**config.mk**
```make
export PLATFORM = sky130hd
export DESIGN_NAME = id3v2_text_frame_extractor
export DESIGN_NICKNAME = d
export VERILOG_FILES = /design/src/id3tfe_pkg.sv /design/src/id3v2_text_frame_extractor.sv
export SDC_FILE = /design/constraint.sdc
export NUM_CORES = 1
export LEC_CHECK = 0
export BUFFER_PORTS_ARGS = -buffer_cell sky130_fd_sc_hd__buf_2
export CAP_MARGIN = 20
export CORE_UTILIZATION = 30
export DETAILED_ROUTE_END_ITERATION = 7
export PLACE_DENSITY = 0.43
export SYNTH_ARGS = -nofsm -noshare
export SYNTH_HDL_FRONTEND = slang
export SYNTH_SLANG_ARGS = --single-unit
```
**constraint.sdc**
```tcl
create_clock -name clk -period 5 [get_ports clk]
set_clock_uncertainty 0.2 [all_clocks]
set_input_delay 0.25 -clock clk [delete_from_list [all_inputs] [get_ports clk]]
set_output_delay 0.25 -clock clk [all_outputs]
set_load 0.05 [all_outputs]
```
**src/id3tfe_pkg.sv**
```systemverilog
// ---------------------------------------------------------------------------
// ID3v2 text frame extractor - package
// Parse phases, result kinds and the table of wanted text frame ids.
// ---------------------------------------------------------------------------
`default_nettype none

package id3tfe_pkg;

    localparam int unsigned WANTED_FRAMES_DEFAULT = 6;
    localparam int unsigned NUM_IDS               = 6;

    typedef enum logic [2:0] {
        PH_HEADER    = 3'd0,
        PH_FRAME_HDR = 3'd1,
        PH_PAYLOAD   = 3'd2,
        PH_SKIP      = 3'd3,
        PH_FINISH    = 3'd4,
        PH_IDLE      = 3'd5
    } phase_t;

    typedef logic [1:0] kind_t;
    localparam kind_t KIND_PAYLOAD  = 2'd0;
    localparam kind_t KIND_REJECTED = 2'd1;
    localparam kind_t KIND_DONE     = 2'd2;

    // Header bytes
    localparam logic [7:0] MAGIC_I   = 8'h49;
    localparam logic [7:0] MAGIC_D   = 8'h44;
    localparam logic [7:0] MAGIC_3   = 8'h33;
    localparam logic [7:0] VER_MAJ_3 = 8'h03;
    localparam logic [7:0] VER_MAJ_4 = 8'h04;
    localparam logic [7:0] VER_REV   = 8'h00;

    // Frame header layout: id 0..3, size 4..7, flags 8..9, encoding 10
    localparam logic [3:0] HDR_LAST_POS   = 4'd9;
    localparam logic [3:0] FHDR_SIZE_POS  = 4'd4;
    localparam logic [3:0] FHDR_FLAGS_POS = 4'd8;
    localparam logic [3:0] FHDR_ENC_POS   = 4'd10;

    localparam logic [31:0] WANTED_IDS [NUM_IDS] = '{
        32'h54495432,   // TIT2
        32'h54414C42,   // TALB
        32'h54594552,   // TYER
        32'h54434F4E,   // TCON
        32'h54504531,   // TPE1
        32'h434F4D4D    // COMM
    };

    typedef struct packed {
        logic       found;
        logic [2:0] index;
    } id_match_t;

    // First table entry equal to the id wins.
    function automatic id_match_t lookup_id(input logic [31:0] id);
        id_match_t m;
        m.found = 1'b0;
        m.index = 3'd0;
        for (int i = NUM_IDS - 1; i >= 0; i--) begin
            if (id == WANTED_IDS[i]) begin
                m.found = 1'b1;
                m.index = 3'(i);
            end
        end
        return m;
    endfunction

endpackage

`default_nettype wire

```
**src/id3v2_text_frame_extractor.sv**
```systemverilog
// ---------------------------------------------------------------------------
// ID3v2 text frame extractor
// Walks an ID3v2 tag byte by byte and emits the payload bytes of the wanted
// text frames, a reject result on a bad header and a done result once WANTED_FRAMES of them are found.
// ---------------------------------------------------------------------------
// A result is registered: it is on the output port in the cycle after its byte is taken.
// Throughput: one byte per cycle; in_ready drops only while a result is held
// in the output register and out_ready is low.
// Reset: rst_n clears the parse state to the start of the tag header and
// empties the output register; first_byte restarts the parse likewise.
// ---------------------------------------------------------------------------
`default_nettype none

module id3v2_text_frame_extractor #(
    parameter int unsigned WANTED_FRAMES = id3tfe_pkg::WANTED_FRAMES_DEFAULT
) (
    input  wire logic       clk,
    input  wire logic       rst_n,
    input  wire logic       in_valid,
    output logic            in_ready,
    input  wire logic [7:0] data_byte,
    input  wire logic       first_byte,
    output logic            out_valid,
    input  wire logic       out_ready,
    output logic [1:0]      kind,
    output logic [2:0]      frame_index,
    output logic [7:0]      payload_byte,
    output logic            last_in_frame
);

    // ---------------------------------------------------------------------
    // Parse state
    // ---------------------------------------------------------------------
    id3tfe_pkg::phase_t phase_reg, phase_next;
    logic [3:0]  pos_reg, pos_next;
    logic [31:0] frame_id_reg, frame_id_next;
    logic [31:0] frame_size_reg, frame_size_next;
    logic [31:0] remaining_reg, remaining_next;
    logic [2:0]  matched_index_reg, matched_index_next;
    logic [2:0]  match_count_reg, match_count_next;

    // Output register
    logic        out_valid_reg, out_valid_next;
    logic [1:0]  kind_reg, kind_next;
    logic [2:0]  frame_index_reg, frame_index_next;
    logic [7:0]  payload_byte_reg, payload_byte_next;
    logic        last_reg, last_next;

    // Working view of the state: a first byte restarts the parse at once
    id3tfe_pkg::phase_t cur_phase;
    logic [3:0]  cur_pos;
    logic [2:0]  cur_count;

    logic        accept;
    logic        header_ok;
    logic        emit;
    logic [31:0] remaining_dec;
    logic [31:0] size_minus_one;
    logic [2:0]  count_inc;
    logic        enough;
    id3tfe_pkg::id_match_t id_hit;

    // The output register frees up when it is empty or being drained
    assign in_ready = !out_valid_reg || out_ready;
    assign accept   = in_valid && in_ready;

    assign cur_phase = first_byte ? id3tfe_pkg::PH_HEADER : phase_reg;
    assign cur_pos   = first_byte ? 4'd0 : pos_reg;
    assign cur_count = first_byte ? 3'd0 : match_count_reg;

    assign remaining_dec  = remaining_reg - 32'd1;
    assign size_minus_one = (frame_size_reg != 32'd0) ? frame_size_reg - 32'd1 : 32'd0;
    assign count_inc      = cur_count + 3'd1;
    assign enough         = (cur_count >= 3'(WANTED_FRAMES));
    assign id_hit         = id3tfe_pkg::lookup_id(frame_id_reg);

    // Check one tag header byte against its expected value
    always_comb
    begin
        case (cur_pos)
            4'd0:    header_ok = (data_byte == id3tfe_pkg::MAGIC_I);
            4'd1:    header_ok = (data_byte == id3tfe_pkg::MAGIC_D);
            4'd2:    header_ok = (data_byte == id3tfe_pkg::MAGIC_3);
            4'd3:    header_ok = (data_byte == id3tfe_pkg::VER_MAJ_3)
                              || (data_byte == id3tfe_pkg::VER_MAJ_4);
            4'd4:    header_ok = (data_byte == id3tfe_pkg::VER_REV);
            default: header_ok = 1'b1;
        endcase
    end

    // ---------------------------------------------------------------------
    // Next-state logic
    // ---------------------------------------------------------------------
    always_comb
    begin
        phase_next         = phase_reg;
        pos_next           = pos_reg;
        frame_id_next      = frame_id_reg;
        frame_size_next    = frame_size_reg;
        remaining_next     = remaining_reg;
        matched_index_next = matched_index_reg;
        match_count_next   = match_count_reg;

        if (accept)
        begin
            // Restart on a first byte; the byte itself then parses as header byte 0
            pos_next         = cur_pos;
            match_count_next = cur_count;
            phase_next       = cur_phase;

            unique case (cur_phase)
                id3tfe_pkg::PH_HEADER:
                begin
                    if (!header_ok)
                    begin
                        phase_next = id3tfe_pkg::PH_IDLE;
                    end
                    else if (cur_pos >= id3tfe_pkg::HDR_LAST_POS)
                    begin
                        phase_next = id3tfe_pkg::PH_FRAME_HDR;
                        pos_next   = 4'd0;
                    end
                    else
                    begin
                        pos_next = cur_pos + 4'd1;
                    end
                end

                id3tfe_pkg::PH_FRAME_HDR:
                begin
                    // Shift in id, then size, big-endian
                    if (cur_pos < id3tfe_pkg::FHDR_SIZE_POS)
                        frame_id_next = {frame_id_reg[23:0], data_byte};
                    else if (cur_pos < id3tfe_pkg::FHDR_FLAGS_POS)
                        frame_size_next = {frame_size_reg[23:0], data_byte};

                    if (cur_pos < id3tfe_pkg::FHDR_ENC_POS)
                    begin
                        pos_next = cur_pos + 4'd1;
                    end
                    else
                    begin
                        // Encoding byte closes the frame header
                        pos_next       = 4'd0;
                        remaining_next = size_minus_one;
                        if (id_hit.found)
                        begin
                            matched_index_next = id_hit.index;
                            match_count_next   = count_inc;
                            if (size_minus_one != 32'd0)
                                phase_next = id3tfe_pkg::PH_PAYLOAD;
                            else if (count_inc >= 3'(WANTED_FRAMES))
                                phase_next = id3tfe_pkg::PH_FINISH;
                            else
                                phase_next = id3tfe_pkg::PH_FRAME_HDR;
                        end
                        else
                        begin
                            phase_next = (size_minus_one != 32'd0) ? id3tfe_pkg::PH_SKIP
                                                                   : id3tfe_pkg::PH_FRAME_HDR;
                        end
                    end
                end

                id3tfe_pkg::PH_PAYLOAD:
                begin
                    remaining_next = remaining_dec;
                    if (remaining_dec == 32'd0)
                        phase_next = enough ? id3tfe_pkg::PH_FINISH : id3tfe_pkg::PH_FRAME_HDR;
                end

                id3tfe_pkg::PH_SKIP:
                begin
                    remaining_next = remaining_dec;
                    if (remaining_dec == 32'd0)
                        phase_next = id3tfe_pkg::PH_FRAME_HDR;
                end

                id3tfe_pkg::PH_FINISH:
                begin
                    phase_next = id3tfe_pkg::PH_IDLE;
                end

                id3tfe_pkg::PH_IDLE:
                begin
                    phase_next = id3tfe_pkg::PH_IDLE;
                end

                default:
                begin
                    phase_next = id3tfe_pkg::PH_IDLE;
                end
            endcase
        end
    end

    // ---------------------------------------------------------------------
    // Result logic: at most one result per accepted byte
    // ---------------------------------------------------------------------
    always_comb
    begin
        emit              = 1'b0;
        kind_next         = id3tfe_pkg::KIND_PAYLOAD;
        frame_index_next  = 3'd0;
        payload_byte_next = 8'd0;
        last_next         = 1'b0;

        unique case (cur_phase)
            id3tfe_pkg::PH_HEADER:
            begin
                if (!header_ok)
                begin
                    emit      = 1'b1;
                    kind_next = id3tfe_pkg::KIND_REJECTED;
                end
            end

            id3tfe_pkg::PH_PAYLOAD:
            begin
                emit              = 1'b1;
                frame_index_next  = matched_index_reg;
                payload_byte_next = data_byte;
                last_next         = (remaining_dec == 32'd0);
            end

            id3tfe_pkg::PH_FINISH:
            begin
                emit      = 1'b1;
                kind_next = id3tfe_pkg::KIND_DONE;
            end

            default:
            begin
                emit = 1'b0;
            end
        endcase

        // Hold the register unless a new transaction loads or drains it
        if (accept)
            out_valid_next = emit;
        else if (out_ready)
            out_valid_next = 1'b0;
        else
            out_valid_next = out_valid_reg;
    end

    // ---------------------------------------------------------------------
    // Registers
    // ---------------------------------------------------------------------
    always_ff @(posedge clk or negedge rst_n)
    begin
        if (!rst_n)
        begin
            phase_reg         <= id3tfe_pkg::PH_HEADER;
            pos_reg           <= 4'd0;
            match_count_reg   <= 3'd0;
            matched_index_reg <= 3'd0;
            remaining_reg     <= 32'd0;
            out_valid_reg     <= 1'b0;
        end
        else
        begin
            phase_reg         <= phase_next;
            pos_reg           <= pos_next;
            match_count_reg   <= match_count_next;
            matched_index_reg <= matched_index_next;
            remaining_reg     <= remaining_next;
            out_valid_reg     <= out_valid_next;
        end
    end

    // Id and size are fully shifted in before use: no reset needed
    always_ff @(posedge clk)
    begin
        frame_id_reg   <= frame_id_next;
        frame_size_reg <= frame_size_next;
        if (accept && emit)
        begin
            kind_reg         <= kind_next;
            frame_index_reg  <= frame_index_next;
            payload_byte_reg <= payload_byte_next;
            last_reg         <= last_next;
        end
    end

    assign out_valid     = out_valid_reg;
    assign kind          = kind_reg;
    assign frame_index   = frame_index_reg;
    assign payload_byte  = payload_byte_reg;
    assign last_in_frame = last_reg;

endmodule

`default_nettype wire

```
==> qor.yml, run 1 <==
clock_network:
  hold_buffers: 10
  clock_path_buffers: 2
  clk_latency_ns: 0.42
  cts_buffers: 17
  clock_sinks: 124
  cts_tree: "done"
  cts_root_buffer: "clkbuf_16"
  cts_setup_buffers: 0
  ctsResizeCount: 0
  clk_pin_slew_ns: 0.06
  h-tree-depth: 4
setup_path:
  cp_max_fo: 7
  arrival_ns: 3.82
  cpPeakStageDelay_ns: 0.60
  cp_slowest_cell: "or4_4"
  timing.critical_path.cells: "inv_1, ha_1, or4b_4, or4_4, or3_4, xnor2_2, or4_4, o31ai_1, a31o_1"
  worstSetupPathType: "flop to flop"
  worstSetupStartpointType: "flop"
  required_ns: 5.16
  crit_path_end_kind: "flop"
  crit_top_cell: "or4_4"
min_path:
  hold_path.class: "primary input to flop"
synth:
  ys_warn_count: 0
  synthCells: 714
  synthArstFlopShare_pct: 37.1
  synth-seq-cells: 124
  synth_edf_count: 78
  syn-num-nets: 737
  ys_seq_area_share_pct: 49.3
  avgSynthCellArea_um2: 9.92
  synth_top_cell_area_share_pct: 33.1
  synth_cell_type_count: 72
  synth_area_um2: 7080
  ys_top_cells_by_area: "edfxtp_1 33%, dfrtp_1 16%, nor2_1 3.5%, o21ai_0 3.3%, a21oi_1 3.1%"
  yosysTopAreaCell: "edfxtp_1"
  yosys-top-cells-count: "78 x edfxtp_1, 66 x nor2_1, 47 x nand2_1, 47 x o21ai_0, 46 x dfrtp_1"
  yosysMostFrequentCell: "edfxtp_1"
  synth_ff_type: "edfxtp_1"
die:
  io_pins: 29
  initial_core_util_pct: 30.9
  rows: 55
  fp.dieW_um: 156
  die_height_um: 156
  die_area_um2: 24200
  placeableCoreArea_um2: 22900
sta:
  hold_viol_final: 0
  finalCritPeriodShare_pct: 73.3
  finalSetupViolCount: 0
  maxClockFrequency_mhz: 273
  max_slew.worst_pin.slew_ns: 0.864
  fin_crit_ns: 3.67
  slew_violations: 0
  relSlewSlack_pct: 42.2
  rsz0062_at_grt: "no"
  final.setup.tns_ns: 0
grt:
  grt_usage_pct: 17.3
  grt-ovfl-total: 0
  grt_pass1_wl_mm: 31.9
  antenna_found_initial: 0
  grt_max_degree: 47
  grt_pass1_vias: 5590
routing:
  dr.pass1.iters: 4
  num_vias: 5866
  wl_met1_mm: 9.84
  drt_iter0_markers: 437
  highest_layer: "met4"
  wl_per_cell_um: 18.8
  routed_wl_mm: 20.2
  post_drt_via_cell_ratio: 5.46
  drc_errors: 0
  wl_met2_mm: 8.91
  ant_nets: 0
  dr_wl_met3_mm: 1.15
power_and_ir_drop:
  p_comb_share_pct: 9.5
  p_clk_share_pct: 46.5
  vdd.ir_drop.worst_v: 0.000201
  swShare_pct: 27.1
  p_seq_share_pct: 44.0
  internal_power_w: 0.00197
  power_density_nw_per_um2: 328
  leakage_nw: 2.86
  p_switching_w: 0.000734
  finalPower_w: 0.00271
placement:
  dpl.hpwl_mm: 14.4
  gp_congestion: 0.881
  place_area_um2: 7560
  place.port_buffers: 28
final_layout:
  fin_util_pct: 36.0
  final_area_um2: 8260
  fin_nets: 771
  area_delta_synth_final_pct: 16.6
  num_antenna_cells: 0
  drive_above_1_share_pct: 12.7
run_status:
  outcome: "finished clean"
run:
  max-cap-violations: 0
==> cells by family (layout without fill, tap and decap cells) <==
| group | count (synthesis) | count (layout) | share of synthesized area (%) |
|---|---|---|---|
| buffers and inverters | 52 | 99 | 3.14 |
| XOR/XNOR | 36 | 36 | 4.56 |
| AO/OA/AOI/OAI | 167 | 167 | 14.9 |
| multiplexers | 3 | 3 | 0.424 |
| flip-flops | 124 | 124 | 49.3 |
| adder cells (fa/ha/maj) | 10 | 10 | 1.77 |
| AND/OR/NAND/NOR | 322 | 322 | 25.8 |
==> cell usage in the layout (no fill, tap or decap), types with 5 or more instances in the layout <==
cell,synthesis,final
a22o_1,9,9
nand3b_1,7,7
nor3_1,41,40
nor2_1,66,65
dlygate4sd3_1,0,10
o21ai_0,47,47
nand3_1,17,17
xnor2_1,20,20
xor2_1,15,15
clkbuf_16,0,17
edfxtp_1,78,78
nor3b_1,7,7
a21oi_1,44,44
nor4b_1,8,8
or2_2,6,6
nand4b_1,7,7
inv_1,17,17
buf_4,0,12
a22oi_1,6,6
and2_1,15,15
inv_6,0,8
or3_1,12,12
ha_1,10,10
nand4_1,13,13
nor4_1,28,27
buf_2,4,28
o32ai_1,5,5
o21a_1,6,6
nand2_1,47,47
nand2b_1,17,17
nor4_2,4,5
o22ai_1,10,10
dfrtp_1,46,46
and3_1,6,6
==> power by group through the flow <==
stage | registers [W] | clock network [W] | logic (W)
2_1_floorplan | 0.00126 | 0 | 0.000122
3_3_place_gp | 0.00121 | 0 | 0.000250
3_5_place_dp | 0.00121 | 0 | 0.000252
4_1_cts | 0.00119 | 0.00129 | 0.000259
5_1_grt | 0.00120 | 0.00134 | 0.000280
6_report | 0.00119 | 0.00126 | 0.000257
==> per-stage QoR <==
stage	std cells	hold WS, ns	worst slack (ns)
final	1074	0.0933	1.33
after global routing	1074	0.184	1.11
after CTS	1074	0.0850	1.34
after detailed placement	1032	0.213	1.37
after global placement	1032	0.213	1.40
after floorplan	714	-0.246	0.513
==> routing by layer <==
| metal | up-vias | global-route usage, % |
|---|---|---|
| li1 | 2778 | - |
| met1 | 2895 | 24.8 |
| met2 | 172 | 25.7 |
| met3 | 21 | 3.83 |
| met4 | 0 | 5.18 |
| met5 | - | 0 |
==> worst paths after layout <==
kind,from,end,slack [ns],depth (start not counted)
max,remaining_reg[0]$_DFFE_PN0P_,phase_reg[2]$_DFFE_PN0P_,1.33,9
max in group asynchronous,rst_n,remaining_reg[6]$_DFFE_PN0P_,3.87,3
min,in_valid,match_count_reg[1]$_DFFE_PN0P_,0.09,4
min in group asynchronous,rst_n,out_valid$_DFFE_PN0P_,0.27,3
max reg2reg,remaining_reg[0]$_DFFE_PN0P_,phase_reg[2]$_DFFE_PN0P_,1.33,9
min reg2reg,frame_id_reg[14]$_DFFE_PP_,frame_id_reg[22]$_DFFE_PP_,0.25,0
==> area by class of cell <==
cell class                 instances  area (µm²)
clock inverter                    15         171
fill                            2294       14700
inverter                          17        63.8
sequential                       124        3490
tap                              313         392
timing repair buffer              50         330
clock buffer                      17         425
multi-input combinational        538        3380
==> critical path: cells and delay by family, from the launching register on <==
kind            cells  cell delay, ns
compound gates      2            0.40
xor+xnor            1            0.14
fa+ha+maj           1            0.23
buf+inv             1            0.08
flops               1            0.44
simple gates        4            2.10
No activity file was read; power rests on OpenSTA's default activity.
==> run 2, diff against run 1 <==
==> constraint.sdc (replaced) <==
create_clock -name clk -period 3.5 [get_ports clk]
set_clock_uncertainty 0.2 [all_clocks]
set_input_delay 0.175 -clock clk [delete_from_list [all_inputs] [get_ports clk]]
set_output_delay 0.175 -clock clk [all_outputs]
set_load 0.05 [all_outputs]
==> qor.yml, run 2 (synthesis gave the netlist of run 1 again) <==
power_and_ir_drop:
  power_density_nw_per_um2: 462  # +41%
  p_switching_w: 0.00105  # +43%
  swShare_pct: 26.7  # -0.45 points
  vdd.ir_drop.worst_v: 0.000227  # +13%
  p_seq_share_pct: 43.1  # -0.9 points
  leakage_nw: 3.02  # +5.7%
  p_comb_share_pct: 9.8  # +0.3 points
  internal_power_w: 0.00289  # +47%
  p_clk_share_pct: 47.1  # +0.6 points
final_layout:
  final_cells: 1105  # +2.9%
  fillCellCount: 2302  # +0.35%
  final_common_cell: "edfxtp_1"
  area_delta_synth_final_pct: 20.5
  fin_nets: 803  # +4.2%
  drive_above_1_share_pct: 16.4  # +3.7 points
  layout_common_cells: "78 x edfxtp_1, 65 x nor2_1, 47 x o21ai_0, 47 x nand2_1, 46 x dfrtp_1"
  num_antenna_cells: 0  # unchanged
clock_network:
  clk_pin_slew_ns: 0.06  # about the same
  cts_root_buffer: "clkbuf_16"
  cts_tree: "done"
  ctsResizeCount: 0  # unchanged
  clk_latency_ns: 0.42  # about the same
  h-tree-depth: 4  # unchanged
  clock_sinks: 124  # unchanged
  clock_path_buffers: 2  # unchanged
  cts_buffers: 17  # unchanged
routing:
  wl_per_cell_um: 19.0  # +1.3%
  post_drt_via_cell_ratio: 5.36  # -1.9%
  ant_nets: 0  # unchanged
  dr.pass1.iters: 5  # +1
  drt_iter0_markers: 421  # -3.7%
  routed_wl_mm: 21.0  # +4.2%
  num_vias: 5922  # +0.95%
  drc_errors: 0  # unchanged
die:
  initial_core_util_pct: 30.9  # unchanged
  die_area_um2: 24200  # unchanged
  placeableCoreArea_um2: 22900  # unchanged
  die_height_um: 156  # unchanged
  rows: 55  # unchanged
  fp.dieW_um: 156  # unchanged
  io_pins: 29  # unchanged
sta:
  finalSetupViolCount: 0  # unchanged
  fin_crit_ns: 3.38  # -0.290 ns
  relSlewSlack_pct: 35.7  # -6.5 points
  final.setup.tns_ns: 0  # unchanged
  max_slew.worst_pin.slew_ns: 0.961  # +0.0973 ns
  slew_violations: 0  # unchanged
  finalCritPeriodShare_pct: 96.4  # +23 points
  hold_viol_final: 0  # unchanged
  maxClockFrequency_mhz: 296  # +8.6%
  rsz0062_at_grt: "no"
grt:
  grt-ovfl-total: 0  # unchanged
  grt_pass1_vias: 5854  # +4.7%
  grt_use_met3_pct: 2.72  # -1.1 points
  grt_usage_pct: 18.2  # +0.91 points
  antenna_found_initial: 0  # unchanged
  grtUsageMet1_pct: 25.1  # +0.37 points
  grt_max_degree: 39  # -17%
  gr-usage-met2_pct: 29.2  # +3.5 points
  busiest_layer: "met2"
  grt_pass1_wl_mm: 33.2  # +4.2%
run_status:
  outcome: "finished clean"
placement:
  dpl.cell_count: 1064  # +3.1%
  dpl.hpwl_mm: 15.4  # +7.1%
  gp_congestion: 0.885  # +0.51%
  place.port_buffers: 28  # unchanged
min_path:
  hold_path.class: "primary input to flop"
setup_path:
  cp_max_fo: 6  # -1
  required_ns: 3.66  # -1.50 ns
  arrival_ns: 3.53  # -0.29 ns
  worstSetupStartpointType: "flop"
  crit_path_end_kind: "flop"
  worstSetupPathType: "flop to flop"
run:
  max-cap-violations: 0  # unchanged
-- run 2: worst paths after layout --
check                      slack, ns                    startpoint                        endpoint  depth (start not counted)
max                             0.12  remaining_reg[1]$_DFFE_PN0P_        phase_reg[2]$_DFFE_PN0P_                          9
min                             0.03                      in_valid  match_count_reg[1]$_DFFE_PN0P_                          4
max reg2reg                     0.12  remaining_reg[1]$_DFFE_PN0P_        phase_reg[2]$_DFFE_PN0P_                          9
min reg2reg                     0.24    frame_id_reg[22]$_DFFE_PP_      frame_id_reg[30]$_DFFE_PP_                          0
max in group asynchronous       2.14                         rst_n    remaining_reg[5]$_DFFE_PN0P_                          3
min in group asynchronous       0.20                         rst_n  match_count_reg[0]$_DFFE_PN0P_                          2
-- run 2: what timing repair did --
action,in CTS,in global routing
setup endpoints to repair,0,1
buffers inserted,0,0
hold endpoints to repair,49,0
hold buffers,10,0
-- run 2: worst max-delay path, stage by stage, from the launching register on --
cell     delay (ns)
dfrtp_1        0.40
inv_1          0.11
ha_2           0.18
or4b_4         0.47
or4_4          0.56
or3_4          0.38
xnor2_2        0.14
or4_4          0.52
o31ai_1        0.21
a31o_1         0.13
-- run 2: layer usage --
metal / vias to the layer above / share of wire (%)
met2: 146 / 47
met3: 21 / 3.6
li1: 2845 / -
met5: - / 0
met1: 2910 / 48
met4: 0 / 1.5
-- run 2: power by group through the flow --
stage / Clock, W / Sequential [W] / Combinational, W
final: 0.00186 / 0.00170 / 0.000385
after global routing: 0.00195 / 0.00171 / 0.000419
after CTS: 0.00189 / 0.00170 / 0.000388
after detailed placement: 0 / 0.00173 / 0.000378
after global placement: 0 / 0.00173 / 0.000371
after floorplan: 0 / 0.00180 / 0.000176
-- run 2: stage by stage --
stage | hold slack, ns | setup WS, ns | utilization, % | power, W | instance area [µm²]
6_report | 0.0282 | 0.125 | 37.2 | 0.00394 | 8530
5_1_grt | 0.0530 | 0.0104 | 37.2 | 0.00408 | 8530
4_1_cts | 0.0266 | 0.100 | 37.2 | 0.00398 | 8530
3_5_place_dp | 0.123 | 0.124 | 34.1 | 0.00211 | 7820
3_3_place_gp | 0.106 | 0.165 | 34.1 | 0.00210 | 7820
2_1_floorplan | -0.321 | -0.0349 | - | 0.00197 | 7090
-- run 2: layout make-up --
type,count,area [µm²],area share [%]
Sequential cell,124,3490,40.9
Multi-Input combinational cell,538,3390,39.7
Clock buffer,17,425,4.99
Timing Repair Buffer,82,583,6.83
Tap cell,313,392,4.59
Clock inverter,14,185,2.17
Inverter,17,63.8,0.748
